**config.mk**
```make
export PLATFORM = sky130hd
export DESIGN_NAME = polyline_unit_resampler_flat
export DESIGN_NICKNAME = d
export VERILOG_FILES = /design/src/rtl/pur_pkg.sv /design/src/rtl/pur_if.sv /design/src/rtl/polyline_unit_resampler.sv /design/src/flat_wrapper.sv
export VERILOG_INCLUDE_DIRS = /design/src /design/src/rtl
export SDC_FILE = /design/constraint.sdc
export NUM_CORES = 2
export LEC_CHECK = 0
export BUFFER_PORTS_ARGS = -buffer_cell sky130_fd_sc_hd__buf_2
export CAP_MARGIN = 10
export CORE_MARGIN = 2
export CORE_UTILIZATION = 50
export DETAILED_ROUTE_END_ITERATION = 8
export GPL_ROUTABILITY_DRIVEN = 0
export PLACE_DENSITY = 0.65
export SLEW_MARGIN = 20
export SYNTH_ARGS = -nofsm -noshare
export SYNTH_HDL_FRONTEND = slang
export SYNTH_SLANG_ARGS = --single-unit
```
**constraint.sdc**
```tcl
create_clock -name clk -period 9.7 [get_ports clk]
set_input_delay 1.94 -clock clk [delete_from_list [all_inputs] [get_ports clk]]
set_output_delay 1.94 -clock clk [all_outputs]
set_load 0.1 [all_outputs]
```
**src/rtl/polyline_unit_resampler_assert.svh**
```systemverilog
// ----------------------------------------------------------------------------
// polyline_unit_resampler_assert
// assertion macros, empty under synthesis
// ----------------------------------------------------------------------------
`ifndef POLYLINE_UNIT_RESAMPLER_ASSERT_SVH
`define POLYLINE_UNIT_RESAMPLER_ASSERT_SVH

`ifndef SYNTHESIS
// antecedent implies consequent in the same cycle
`define PUR_ASSERT_NOW(lbl, clk, rst, ante, cons) \
  lbl: assert property (@(posedge clk) disable iff (rst) (ante) |-> (cons)) \
    else $error("pur assertion failed");
// antecedent implies consequent in the next cycle
`define PUR_ASSERT_NEXT(lbl, clk, rst, ante, cons) \
  lbl: assert property (@(posedge clk) disable iff (rst) (ante) |=> (cons)) \
    else $error("pur assertion failed");
`else
`define PUR_ASSERT_NOW(lbl, clk, rst, ante, cons)
`define PUR_ASSERT_NEXT(lbl, clk, rst, ante, cons)
`endif

`endif

```
**src/rtl/pur_pkg.sv**
```systemverilog
// ----------------------------------------------------------------------------
// pur_pkg
// shared widths, defaults and sequencer states of the polyline resampler
// ----------------------------------------------------------------------------
`default_nettype none

package pur_pkg;

  localparam int COORD_W       = 24;
  localparam int DELTA_W       = COORD_W + 1;
  localparam int RAD_W         = 2 * DELTA_W;
  localparam int ROOT_STEPS    = DELTA_W;
  localparam int SUB_W         = DELTA_W + 3;
  localparam int MAX_PTS_DEF   = 62;
  localparam int FRAC_BITS_DEF = 8;

  typedef enum logic [3:0] {
    ST_IDLE,
    ST_FIRST,
    ST_SQX,
    ST_SQY,
    ST_SUM,
    ST_ROOT,
    ST_ROUND,
    ST_PLAN,
    ST_MUL,
    ST_LOAD,
    ST_DIV,
    ST_EMIT,
    ST_CLOSE,
    ST_FINISH
  } state_t;

endpackage

`default_nettype wire

```
**src/rtl/pur_if.sv**
```systemverilog
// ----------------------------------------------------------------------------
// pur_vtx_if / pur_pt_if
// valid/ready channels for input vertices and resampled points
// ----------------------------------------------------------------------------
`default_nettype none

interface pur_vtx_if;
  logic                                valid;
  logic                                ready;
  logic signed [pur_pkg::COORD_W-1:0]  vx;
  logic signed [pur_pkg::COORD_W-1:0]  vy;
  logic                                final_vertex;

  modport source (output valid, output vx, output vy, output final_vertex, input ready);
  modport sink (input valid, input vx, input vy, input final_vertex, output ready);
endinterface

interface pur_pt_if;
  logic                                valid;
  logic                                ready;
  logic signed [pur_pkg::COORD_W-1:0]  px;
  logic signed [pur_pkg::COORD_W-1:0]  py;
  logic                                end_of_line;
  logic                                truncated;

  modport source (output valid, output px, output py, output end_of_line,
                  output truncated, input ready);
  modport sink (input valid, input px, input py, input end_of_line,
                input truncated, output ready);
endinterface

`default_nettype wire

```
**src/rtl/polyline_unit_resampler.sv**
```systemverilog
// ----------------------------------------------------------------------------
// polyline_unit_resampler
// resamples a polyline to points spaced one unit of arc length apart
// ----------------------------------------------------------------------------
// usage
//   vtx : vertices (vx, vy, final_vertex), one transfer per vertex
//   pt  : resampled points (px, py, end_of_line, truncated)
//   the first vertex of a polyline is passed through; each later vertex
//   closes a segment whose length comes from a bit-serial square root and
//   whose points come from one multiply and a bit-serial divide per axis
//   one shared 25x25 multiplier and one 28-bit subtractor; sequence:
//     first vertex  : passed to the output register
//     later vertex  : set-up (accept, two squares, sum,
//                     25 root steps, round, plan)
//                     then per emitted point two 25-step divides
//                     then a closing point on a final vertex, then finish
//   vtx.ready is high only while the sequencer is idle
//   the result sits in an output register; a stalled receiver holds the
//   sequencer at the next point until the register frees
//   reset: sequencer idle, no polyline open, output register empty
// ----------------------------------------------------------------------------
`default_nettype none

`include "polyline_unit_resampler_assert.svh"

module polyline_unit_resampler #(
  parameter int MAX_POINTS_PER_SEGMENT = pur_pkg::MAX_PTS_DEF,
  parameter int FRAC_BITS              = pur_pkg::FRAC_BITS_DEF
) (
  input  wire logic clk,
  input  wire logic rst,
  pur_vtx_if.sink   vtx,
  pur_pt_if.source  pt
);

  import pur_pkg::*;

  // distance along the segment in units, six integer and FRAC_BITS fraction bits
  localparam int DW  = FRAC_BITS + 6;
  localparam int CW  = $clog2(MAX_POINTS_PER_SEGMENT + 1);
  localparam int TW  = DELTA_W + 1;
  localparam int SCW = $clog2(ROOT_STEPS);

  state_t state, state_next;

  // polyline state
  logic                       in_line;
  logic signed [COORD_W-1:0]  prev_x, prev_y;
  logic [FRAC_BITS-1:0]       walked;

  // current vertex and segment
  logic signed [COORD_W-1:0]  cur_x, cur_y;
  logic                       fin;
  logic signed [DELTA_W-1:0]  dx, dy;
  logic [DELTA_W-1:0]         mag_x, mag_y;

  // shared datapath registers
  logic [RAD_W-1:0]           prod;
  logic [RAD_W-1:0]           rad;
  logic [DELTA_W:0]           rem;
  logic [DELTA_W-1:0]         root;
  logic [DELTA_W-1:0]         len;
  logic [DELTA_W-1:0]         dlow;
  logic [DELTA_W-1:0]         quo;
  logic [SCW-1:0]             step;
  logic                       axis;

  // segment plan
  logic [DW-1:0]              arc_pos;
  logic [CW-1:0]              emit, k;
  logic                       trunc, need_close;
  logic [FRAC_BITS-1:0]       walked_new;
  logic signed [COORD_W-1:0]  pnt_x, pnt_y;

  // output register
  logic                       out_valid;
  logic signed [COORD_W-1:0]  out_x, out_y;
  logic                       out_eol, out_trunc;
  logic                       slot_free;
  logic                       out_load;

  // shared multiplier and subtractor
  logic [DELTA_W-1:0]         mul_a, mul_b;
  logic [RAD_W-1:0]           mul_p;
  logic [SUB_W-1:0]           sub_a, sub_b;
  logic [SUB_W:0]             diff;
  logic                       sub_ge;

  logic [TW-1:0]              total;
  logic                       trunc_c;
  logic [CW-1:0]              emit_c;
  logic [RAD_W-1:0]           numer;
  logic [DELTA_W-1:0]         q_final;
  logic signed [COORD_W+1:0]  q_signed, pnt_sum;
  logic                       last_step;

  assign mag_x     = dx[DELTA_W-1] ? DELTA_W'(-dx) : DELTA_W'(dx);
  assign mag_y     = dy[DELTA_W-1] ? DELTA_W'(-dy) : DELTA_W'(dy);
  assign slot_free = !out_valid || pt.ready;
  assign out_load  = slot_free &&
                     (state == ST_FIRST || state == ST_EMIT || state == ST_CLOSE);
  assign last_step = (step == SCW'(ROOT_STEPS - 1));

  assign vtx.ready      = (state == ST_IDLE);
  assign pt.valid       = out_valid;
  assign pt.px          = out_x;
  assign pt.py          = out_y;
  assign pt.end_of_line = out_eol;
  assign pt.truncated   = out_trunc;

  // operand selection for the shared units
  always_comb begin
    mul_a = mag_x;
    mul_b = mag_x;
    sub_a = '0;
    sub_b = '0;
    unique case (state)
      ST_SQY: begin
        mul_a = mag_y;
        mul_b = mag_y;
      end
      ST_MUL: begin
        mul_a = axis ? mag_y : mag_x;
        mul_b = DELTA_W'(arc_pos);
      end
      ST_ROOT: begin
        // trial subtract of 4*root + 1 from the shifted remainder
        sub_a = {rem, rad[RAD_W-1 -: 2]};
        sub_b = SUB_W'({root, 2'b01});
      end
      ST_ROUND: begin
        // borrow here means rem > root, so round up
        sub_a = SUB_W'(root);
        sub_b = SUB_W'(rem);
      end
      ST_DIV: begin
        sub_a = SUB_W'({rem[DELTA_W-1:0], dlow[DELTA_W-1]});
        sub_b = SUB_W'(len);
      end
      default: begin
      end
    endcase
  end

  assign mul_p  = mul_a * mul_b;
  assign diff   = {1'b0, sub_a} - {1'b0, sub_b};
  assign sub_ge = !diff[SUB_W];

  // segment plan from length and carried distance
  assign total   = TW'(len) + TW'(walked);
  assign trunc_c = (total >> FRAC_BITS) > TW'(MAX_POINTS_PER_SEGMENT);
  assign emit_c  = trunc_c ? CW'(MAX_POINTS_PER_SEGMENT) : total[FRAC_BITS +: CW];

  // rounded numerator, quotient and point on the active axis
  assign numer    = prod + RAD_W'(len >> 1);
  assign q_final  = {quo[DELTA_W-2:0], sub_ge};
  assign q_signed = (axis ? dy[DELTA_W-1] : dx[DELTA_W-1])
                    ? -$signed({1'b0, q_final}) : $signed({1'b0, q_final});
  assign pnt_sum  = (axis ? (COORD_W+2)'(prev_y) : (COORD_W+2)'(prev_x)) + q_signed;

  // next state
  always_comb begin
    state_next = state;
    unique case (state)
      ST_IDLE:   if (vtx.valid) state_next = in_line ? ST_SQX : ST_FIRST;
      ST_FIRST:  if (slot_free) state_next = ST_IDLE;
      ST_SQX:    state_next = ST_SQY;
      ST_SQY:    state_next = ST_SUM;
      ST_SUM:    state_next = ST_ROOT;
      ST_ROOT:   if (last_step) state_next = ST_ROUND;
      ST_ROUND:  state_next = ST_PLAN;
      ST_PLAN: begin
        if (emit_c == '0) state_next = fin ? ST_CLOSE : ST_FINISH;
        else              state_next = ST_MUL;
      end
      ST_MUL:    state_next = ST_LOAD;
      ST_LOAD:   state_next = ST_DIV;
      ST_DIV:    if (last_step) state_next = axis ? ST_EMIT : ST_MUL;
      ST_EMIT: begin
        if (slot_free) begin
          if (k != emit)              state_next = ST_MUL;
          else if (fin && need_close) state_next = ST_CLOSE;
          else                        state_next = ST_FINISH;
        end
      end
      ST_CLOSE:  if (slot_free) state_next = ST_FINISH;
      ST_FINISH: state_next = ST_IDLE;
      default:   state_next = ST_IDLE;
    endcase
  end

  always_ff @(posedge clk) begin
    if (rst) begin
      state     <= ST_IDLE;
      in_line   <= 1'b0;
      prev_x    <= '0;
      prev_y    <= '0;
      walked    <= '0;
      out_valid <= 1'b0;
    end else begin
      state <= state_next;
      if (out_load)      out_valid <= 1'b1;
      else if (pt.ready) out_valid <= 1'b0;
      case (state)
        ST_IDLE: begin
          if (vtx.valid) begin
            cur_x <= vtx.vx;
            cur_y <= vtx.vy;
            fin   <= vtx.final_vertex;
            dx    <= DELTA_W'(vtx.vx) - DELTA_W'(prev_x);
            dy    <= DELTA_W'(vtx.vy) - DELTA_W'(prev_y);
          end
        end
        ST_FIRST: begin
          if (slot_free) begin
            out_x     <= cur_x;
            out_y     <= cur_y;
            out_eol   <= fin;
            out_trunc <= 1'b0;
            in_line   <= !fin;
            prev_x    <= fin ? '0 : cur_x;
            prev_y    <= fin ? '0 : cur_y;
            walked    <= '0;
          end
        end
        ST_SQX: prod <= mul_p;
        ST_SQY: begin
          rad  <= prod;
          prod <= mul_p;
        end
        ST_SUM: begin
          rad  <= rad + prod;
          rem  <= '0;
          root <= '0;
          step <= '0;
        end
        ST_ROOT: begin
          // one result bit per cycle
          rad  <= rad << 2;
          step <= step + SCW'(1);
          if (sub_ge) begin
            rem  <= diff[DELTA_W:0];
            root <= {root[DELTA_W-2:0], 1'b1};
          end else begin
            rem  <= sub_a[DELTA_W:0];
            root <= {root[DELTA_W-2:0], 1'b0};
          end
        end
        ST_ROUND: len <= sub_ge ? root : root + DELTA_W'(1);
        ST_PLAN: begin
          trunc      <= trunc_c;
          emit       <= emit_c;
          walked_new <= total[FRAC_BITS-1:0];
          need_close <= trunc_c || (total[FRAC_BITS-1:0] != '0) ||
                        ((total >> FRAC_BITS) == '0);
          arc_pos    <= (DW'(1) << FRAC_BITS) - DW'(walked);
          k          <= CW'(1);
          axis       <= 1'b0;
        end
        ST_MUL: prod <= mul_p;
        ST_LOAD: begin
          // quotient fits the delta width, so the top half is already below len
          rem  <= (DELTA_W+1)'(numer[RAD_W-1:DELTA_W]);
          dlow <= numer[DELTA_W-1:0];
          quo  <= '0;
          step <= '0;
        end
        ST_DIV: begin
          dlow <= dlow << 1;
          quo  <= q_final;
          step <= step + SCW'(1);
          rem  <= sub_ge ? diff[DELTA_W:0] : sub_a[DELTA_W:0];
          if (last_step) begin
            if (!axis) pnt_x <= pnt_sum[COORD_W-1:0];
            else       pnt_y <= pnt_sum[COORD_W-1:0];
            axis <= !axis;
          end
        end
        ST_EMIT: begin
          if (slot_free) begin
            out_x     <= pnt_x;
            out_y     <= pnt_y;
            out_eol   <= fin && !need_close && (k == emit);
            out_trunc <= trunc;
            k         <= k + CW'(1);
            arc_pos   <= arc_pos + (DW'(1) << FRAC_BITS);
          end
        end
        ST_CLOSE: begin
          if (slot_free) begin
            out_x     <= cur_x;
            out_y     <= cur_y;
            out_eol   <= 1'b1;
            out_trunc <= trunc;
          end
        end
        ST_FINISH: begin
          in_line <= !fin;
          prev_x  <= fin ? '0 : cur_x;
          prev_y  <= fin ? '0 : cur_y;
          walked  <= fin ? '0 : walked_new;
        end
        default: begin
        end
      endcase
    end
  end

  // the divider never sees a zero-length segment
  `PUR_ASSERT_NOW(a_div_len_nonzero, clk, rst, state == ST_DIV, len != '0)
  // the point counter stays within the plan while emitting
  `PUR_ASSERT_NOW(a_emit_in_plan, clk, rst, state == ST_EMIT, (k != '0) && (k <= emit))
  // a finished final vertex closes the polyline
  `PUR_ASSERT_NEXT(a_final_closes, clk, rst, (state == ST_FINISH) && fin, !in_line)
  // a loaded closing point shows on pt as valid and end of line
  `PUR_ASSERT_NEXT(a_load_shows, clk, rst, (state == ST_CLOSE) && slot_free,
                   pt.valid && pt.end_of_line)

endmodule

`default_nettype wire
```
**src/flat_wrapper.sv**
```systemverilog
// flat-port wrapper written by rule: the top's interface ports become plain ports
module polyline_unit_resampler_flat import pur_pkg::*;
#(
  parameter int MAX_POINTS_PER_SEGMENT = pur_pkg::MAX_PTS_DEF,
  parameter int FRAC_BITS              = pur_pkg::FRAC_BITS_DEF
)
  (clk, rst, vtx_valid, vtx_vx, vtx_vy, vtx_final_vertex, vtx_ready, pt_valid, pt_px, pt_py, pt_end_of_line, pt_truncated, pt_ready);
  pur_vtx_if vtx_i ();
  pur_pt_if pt_i ();
  input  wire logic clk;
  input  wire logic rst;
  input wire logic [$bits(vtx_i.valid)-1:0] vtx_valid;
  input wire logic [$bits(vtx_i.vx)-1:0] vtx_vx;
  input wire logic [$bits(vtx_i.vy)-1:0] vtx_vy;
  input wire logic [$bits(vtx_i.final_vertex)-1:0] vtx_final_vertex;
  output wire logic [$bits(vtx_i.ready)-1:0] vtx_ready;
  output wire logic [$bits(pt_i.valid)-1:0] pt_valid;
  output wire logic [$bits(pt_i.px)-1:0] pt_px;
  output wire logic [$bits(pt_i.py)-1:0] pt_py;
  output wire logic [$bits(pt_i.end_of_line)-1:0] pt_end_of_line;
  output wire logic [$bits(pt_i.truncated)-1:0] pt_truncated;
  input wire logic [$bits(pt_i.ready)-1:0] pt_ready;
  assign vtx_i.valid = vtx_valid;
  assign vtx_i.vx = vtx_vx;
  assign vtx_i.vy = vtx_vy;
  assign vtx_i.final_vertex = vtx_final_vertex;
  assign vtx_ready = vtx_i.ready;
  assign pt_valid = pt_i.valid;
  assign pt_px = pt_i.px;
  assign pt_py = pt_i.py;
  assign pt_end_of_line = pt_i.end_of_line;
  assign pt_truncated = pt_i.truncated;
  assign pt_i.ready = pt_ready;
  polyline_unit_resampler #(.MAX_POINTS_PER_SEGMENT(MAX_POINTS_PER_SEGMENT), .FRAC_BITS(FRAC_BITS)) u_core (.clk(clk), .rst(rst), .vtx(vtx_i), .pt(pt_i));
endmodule
```
; Yosys cells after proc, flatten, opt, wreduce, memory -nomap -nowiden
; Cells that the tools add are included.
[totals]
ff_bits = 525
latch_bits = 0
ramBits = 0
rom_bits = 0
inputBits = 53
out_inout_bits = 52
n_memories = 0
[classes]
addsub = 15
multipliers = 1
div = 0
n_lt_le_gt_ge = 1
eq_ne = 24
shift = 0
n_mux = 65
bitwise = 2
n_reduce_logical = 53
[ops]
columns = cell, n
row1 = 2-to-1 mux 24 bit, 10
row2 = case mux 25 bit (2 select lines), 4
row3 = case mux 24 bit (2 select lines), 4
row4 = case mux 50 bit (3 select lines), 1
row5 = 2-to-1 mux 25 bit, 4
row6 = case mux 28 bit (3 select lines), 1
row7 = case mux 27 bit (3 select lines), 1
row8 = case mux 26 bit (3 select lines), 1
row9 = case mux 4 bit (13 select lines), 1
row10 = adder 50 x 24 -> 50 bit, 1
row11 = adder 50 bit, 1
row12 = multiplier 25 x 25 -> 50 bit, 1
row13 = negator 25 bit, 2
row14 = subtractor 24 x 24 -> 25 bit, 2
row15 = case mux 23 bit (2 select lines), 1
row16 = 2-to-1 mux 4 bit, 8
row17 = subtractor 28 x 27 -> 29 bit, 1
row18 = case mux 14 bit (2 select lines), 1
row19 = adder 25 x 8 -> 26 bit, 1
row20 = logical NOT 26 bit, 1
row21 = 2-to-1 mux 26 bit, 1
row22 = "adder 25 x 1 -> 25 bit, second input constant", 1
row23 = adder 24 bit, 1
row24 = "== test 4 bit, second input constant", 6
row25 = other kinds (40), 105

; Depth between registers and ports, before layout
[depth]
ltp_word = 7
depth_mapped = 37

; Worst setup path after synthesis
; OpenSTA, ideal clock, no wires.
[synth_timing]
kind = input -> register
startpoint = input rst
endpoint = register u_core.cur_x[0], enable pin
arrival_time_ns = 9.511
required_ns = 9.001
setup_slack_ns = -0.510
path_stages = 3
cell_sequence = clkbuf_1 clkbuf_1 nor3b_1
[synth_between]
elab_chain_cells = 2
[synth_rtl]
columns = item, line_no
row1 = "start, declared", flat_wrapper.sv:11  ; input wire logic rst;
row2 = inverter 1 bit (no source line), -
row3 = AND reduction 3 bit (no source line), -
row4 = "end signal, assigned", polyline_unit_resampler.sv:207  ; cur_x <= vtx.vx;
row5 = "end, declared", polyline_unit_resampler.sv:52  ; logic signed [COORD_W-1:0] cur_x, cur_y;
; Every way passes these cells.
; A chain may end at the register's enable or synchronous reset.

; Worst setup path in the final report
[layout_timing]
startpoint = register u_core.dy[12]
endpoint = register u_core.prod[49] (data pin)
[layout_between]
elab_chain_cells = 5
elab_cells_between_ends = 6
[layout_rtl]
columns = item, line_no
row1 = "start, declared", polyline_unit_resampler.sv:54  ; logic signed [DELTA_W-1:0] dx, dy;
row2 = "start signal, assigned", polyline_unit_resampler.sv:211  ; dy <= DELTA_W'(vtx.vy) - DELTA_W'(prev_y);
row3 = negator 25 bit, polyline_unit_resampler.sv:98  ; assign mag_y = dy[DELTA_W-1] ? DELTA_W'(-dy) : DELTA_W'(dy);
row4 = 2-to-1 mux 25 bit *, polyline_unit_resampler.sv:98
row5 = 2-to-1 mux 25 bit, polyline_unit_resampler.sv:123  ; mul_a = axis ? mag_y : mag_x;
row6 = case mux 25 bit (2 select lines), polyline_unit_resampler.sv:117  ; unique case (state)
row7 = multiplier 25 x 25 -> 50 bit *, polyline_unit_resampler.sv:145  ; assign mul_p = mul_a * mul_b;
row8 = via u_core.mul_p[49], polyline_unit_resampler.sv:84  ; logic [RAD_W-1:0] mul_p;
row9 = "end signal, assigned", polyline_unit_resampler.sv:226  ; ST_SQX: prod <= mul_p;
row10 = "end signal, assigned", polyline_unit_resampler.sv:229  ; prod <= mul_p;
row11 = "end signal, assigned", polyline_unit_resampler.sv:260  ; ST_MUL: prod <= mul_p;
row12 = "end, declared", polyline_unit_resampler.sv:58  ; logic [RAD_W-1:0] prod;
; Mark *: on every way through the listed nets, which the timed path passes. The rest lies on a longest branch.

==> impl_metrics.ini <==
[placed_design]
hpwl_microns = 122100
port_buffers = 104
dp_cells = 6984

[route]
dr.pass1.iters = 7
vias = 41020
routed_wl_microns = 156200
wire_per_inst_microns = 21.96
antenna_left = 0
drc = 0
viasPerCell = 5.765
drt_iter0_drc = 3787

[global_routing]
gr-usage-all-layers = 0.2925
antenna_found_initial = 2
grt_max_degree = 76
first_global_vias = 40990
grt_pass1_wl_microns = 240300
globalRoute.totalOverflow = 0

[critical_path]
start_kind = flip-flop
criticalPathCategory = flip-flop to flip-flop
critical-path-slowest-cell = or4_4
cp_slowest_stage_delay_ps = 560
cp.required_ps = 10060
setup.worst_path.start = u_core.dy[12]
crit_fanout = 5
cpMostUsedCell = fa_1
critPathCaptureType = flip-flop
arrival_ps = 9900
reg2reg_from = u_core.dy[12]

[synthesis]
synth_top_area_share = 0.2675
yosysUniqueCellTypes = 88
yosys-top-cells-area = edfxtp_1 (27%), fa_1 (21%), ha_1 (9.0%)
synth_edf_count = 463
synth_cells = 5482
yosysWarnings = 0
ys_seq_area_frac = 0.2914
synth_top_area_cell = edfxtp_1
synth_area_sq_mm = 0.05197
synth_seq_cells = 525
synthArstFlopShare = 0
syn_area_per_cell_sq_um = 9.481
synth_top_flop_cell = edfxtp_1

[timing]
min_period_over_period = 0.9830
clock.fmax_mhz = 104.9
min_period_ps = 9535
worst_pin_slew_ps = 1041
relSlewSlack = 0.3007
maxSlewViolCount = 0
final.setup_skew_ps = 42.28
setup_viol = 0
hold_viol = 0
rsz0062_at_grt = yes
timing.setup.tns_ps = 0

[clock_network]
cts_root_buf = clkbuf_16
cts_tree = yes
h-tree-depth = 2
clk_pin_slew_worst_paths_ps = 60
clock_latency_ps = 670
cts.path.max_buffers = 3
numClockSinks = 525
cts_buffers = 58

[layout]
drive_gt1_frac = 0.1141
multi_input_area_sq_mm = 0.03365
nets = 6643
fillers = 9198
final_cells = 7115
layout-area-overhead-vs-synth_pct = 11.48
final-seq-area_sq_mm = 0.01514
utilization = 0.5606

[floorplan]
coreArea_sq_mm = 0.1033
die_h_microns = 326.4
io_pins = 105
dieArea_sq_mm = 0.1065
die_w_microns = 326.4
initial_core_util = 0.5029
rows = 118

[worst_hold_path]
holdCritStartpoint = u_core.prev_x[22]
hold_path_class = flip-flop to flip-flop

[flow_run]
maxCapViolCount = 0

[outcome]
status = finished clean
[worst max-delay path: cells and delay by family, from the launching register on]
| kind | cells | cell delay (ps) |
|---|---|---|
| adders and majority gates | 8 | 3770 |
| and+or+nand+nor | 6 | 2140 |
| AOI/OAI and AO/OA | 9 | 1980 |
| buffers and inverters | 6 | 490 |
| DFF | 1 | 390 |
| xor gates and xnor gates | 2 | 320 |
| muxes | 1 | 140 |
[flip-flops by register name (all words and copies together) (netlist names), 5 cells and up]
| signal | flops |
|---|---|
| u_core.prod | 50 |
| u_core.rad | 50 |
| u_core.rem | 26 |
| u_core.dlow | 25 |
| u_core.dx | 25 |
| u_core.dy | 25 |
| u_core.len | 25 |
| u_core.root | 25 |
| u_core.cur_x | 24 |
| u_core.cur_y | 24 |
| u_core.pnt_x | 24 |
| u_core.pnt_y | 24 |
| u_core.prev_x | 24 |
| u_core.prev_y | 24 |
| u_core.pt.px | 24 |
| u_core.pt.py | 24 |
| u_core.quo | 23 |
| u_core.arc_pos | 14 |
| u_core.walked | 8 |
| u_core.walked_new | 8 |
| u_core.emit | 6 |
| u_core.k | 6 |
| u_core.step | 5 |
[per-stage QoR]
step                cell area [sq um]  setup WS (ps)  hold WS, ps
finish                          57940          164.5        451.5
CTS                             57320          5.263        453.1
floorplan                       52030          304.4        431.9
detailed placement              55360         -90.20        445.1
global placement                55360          17.63        440.0
global route                    57940         -137.2        469.9
[timing repair]
action                                  4_1_cts  5_1_grt
cloned                                        0        0
buffers inserted                              0       20
resized for setup                             8      108
pin swaps                                     2       43
hold buffers                                  0        0
endpoints found under the setup margin        3       20
[cells by family (layout without fill, tap and decap cells)]
group                      after synthesis  count (layout)  synth area share
AOI/OAI and AO/OA                     1037            1037            0.1260
adders and majority gates              906             906            0.2951
DFF                                    525             525            0.2914
muxes                                   82              82           0.01716
buffers and inverters                 1002            1239           0.07328
other                                    2              18         0.0001445
xor gates and xnor gates               340             340           0.05730
and+or+nand+nor                       1588            1588            0.1397
[path summary, 6_finish.rpt]
path	endpoint	slack, ps	cells past startpoint
worst max-delay path	u_core.prod[49]	160	32
worst min-delay path	u_core.prev_x[22]	450	2
worst max register to register	u_core.prod[49]	160	32
worst min register to register	u_core.prev_x[22]	450	2
[synth_stat cells (all sizes together) (62+ instances only)]
library cell,count
inv,785
nand2,607
fa,533
nor2,478
edfxtp,463
ha,373
a21oi,321
o21ai,224
clkbuf,184
xnor2,177
xor2,163
a21o,120
a22oi,74
nand3,70
dfxtp,62
[cells in the final DEF (no fill, tap or decap), types with 34 or more instances in the layout]
cell	n
clkbuf_16	58
edfxtp_1	463
buf_4	221
o22ai_1	35
xnor2_1	177
a21o_1	119
o21ai_0	213
dfxtp_1	62
nand4_1	40
ha_1	365
nand3b_1	51
inv_1	777
and2_1	50
and3_1	56
o21a_1	34
nand3_1	68
nor2_1	463
nor3_1	47
a22oi_1	74
nor2b_1	35
xor2_1	160
nand2_1	599
o21bai_1	35
a21oi_1	308
nand2b_1	43
fa_1	520
buf_2	103
mux2_2	56
[cell type report]
class                           instances  share of cell area
Inverter                              786             0.05101
Multi-Input combinational cell       3969              0.5808
Clock buffer                           77             0.02732
Antenna cell                            2          0.00008638
Timing Repair Buffer                  344             0.04375
Clock inverter                         32            0.005874
Tap cell                             1380             0.02980
Sequential cell                       525              0.2614
[metal layers]
layer,track usage,routed length (microns)
met5,0,0
met4,0.1193,7196
met3,0.04943,12170
met2,0.4760,72840
met1,0.3894,64040
Power is left out: the tool's default activity adds up to more than one toggle a clock period on the data nets, which glitch-free logic cannot reach.
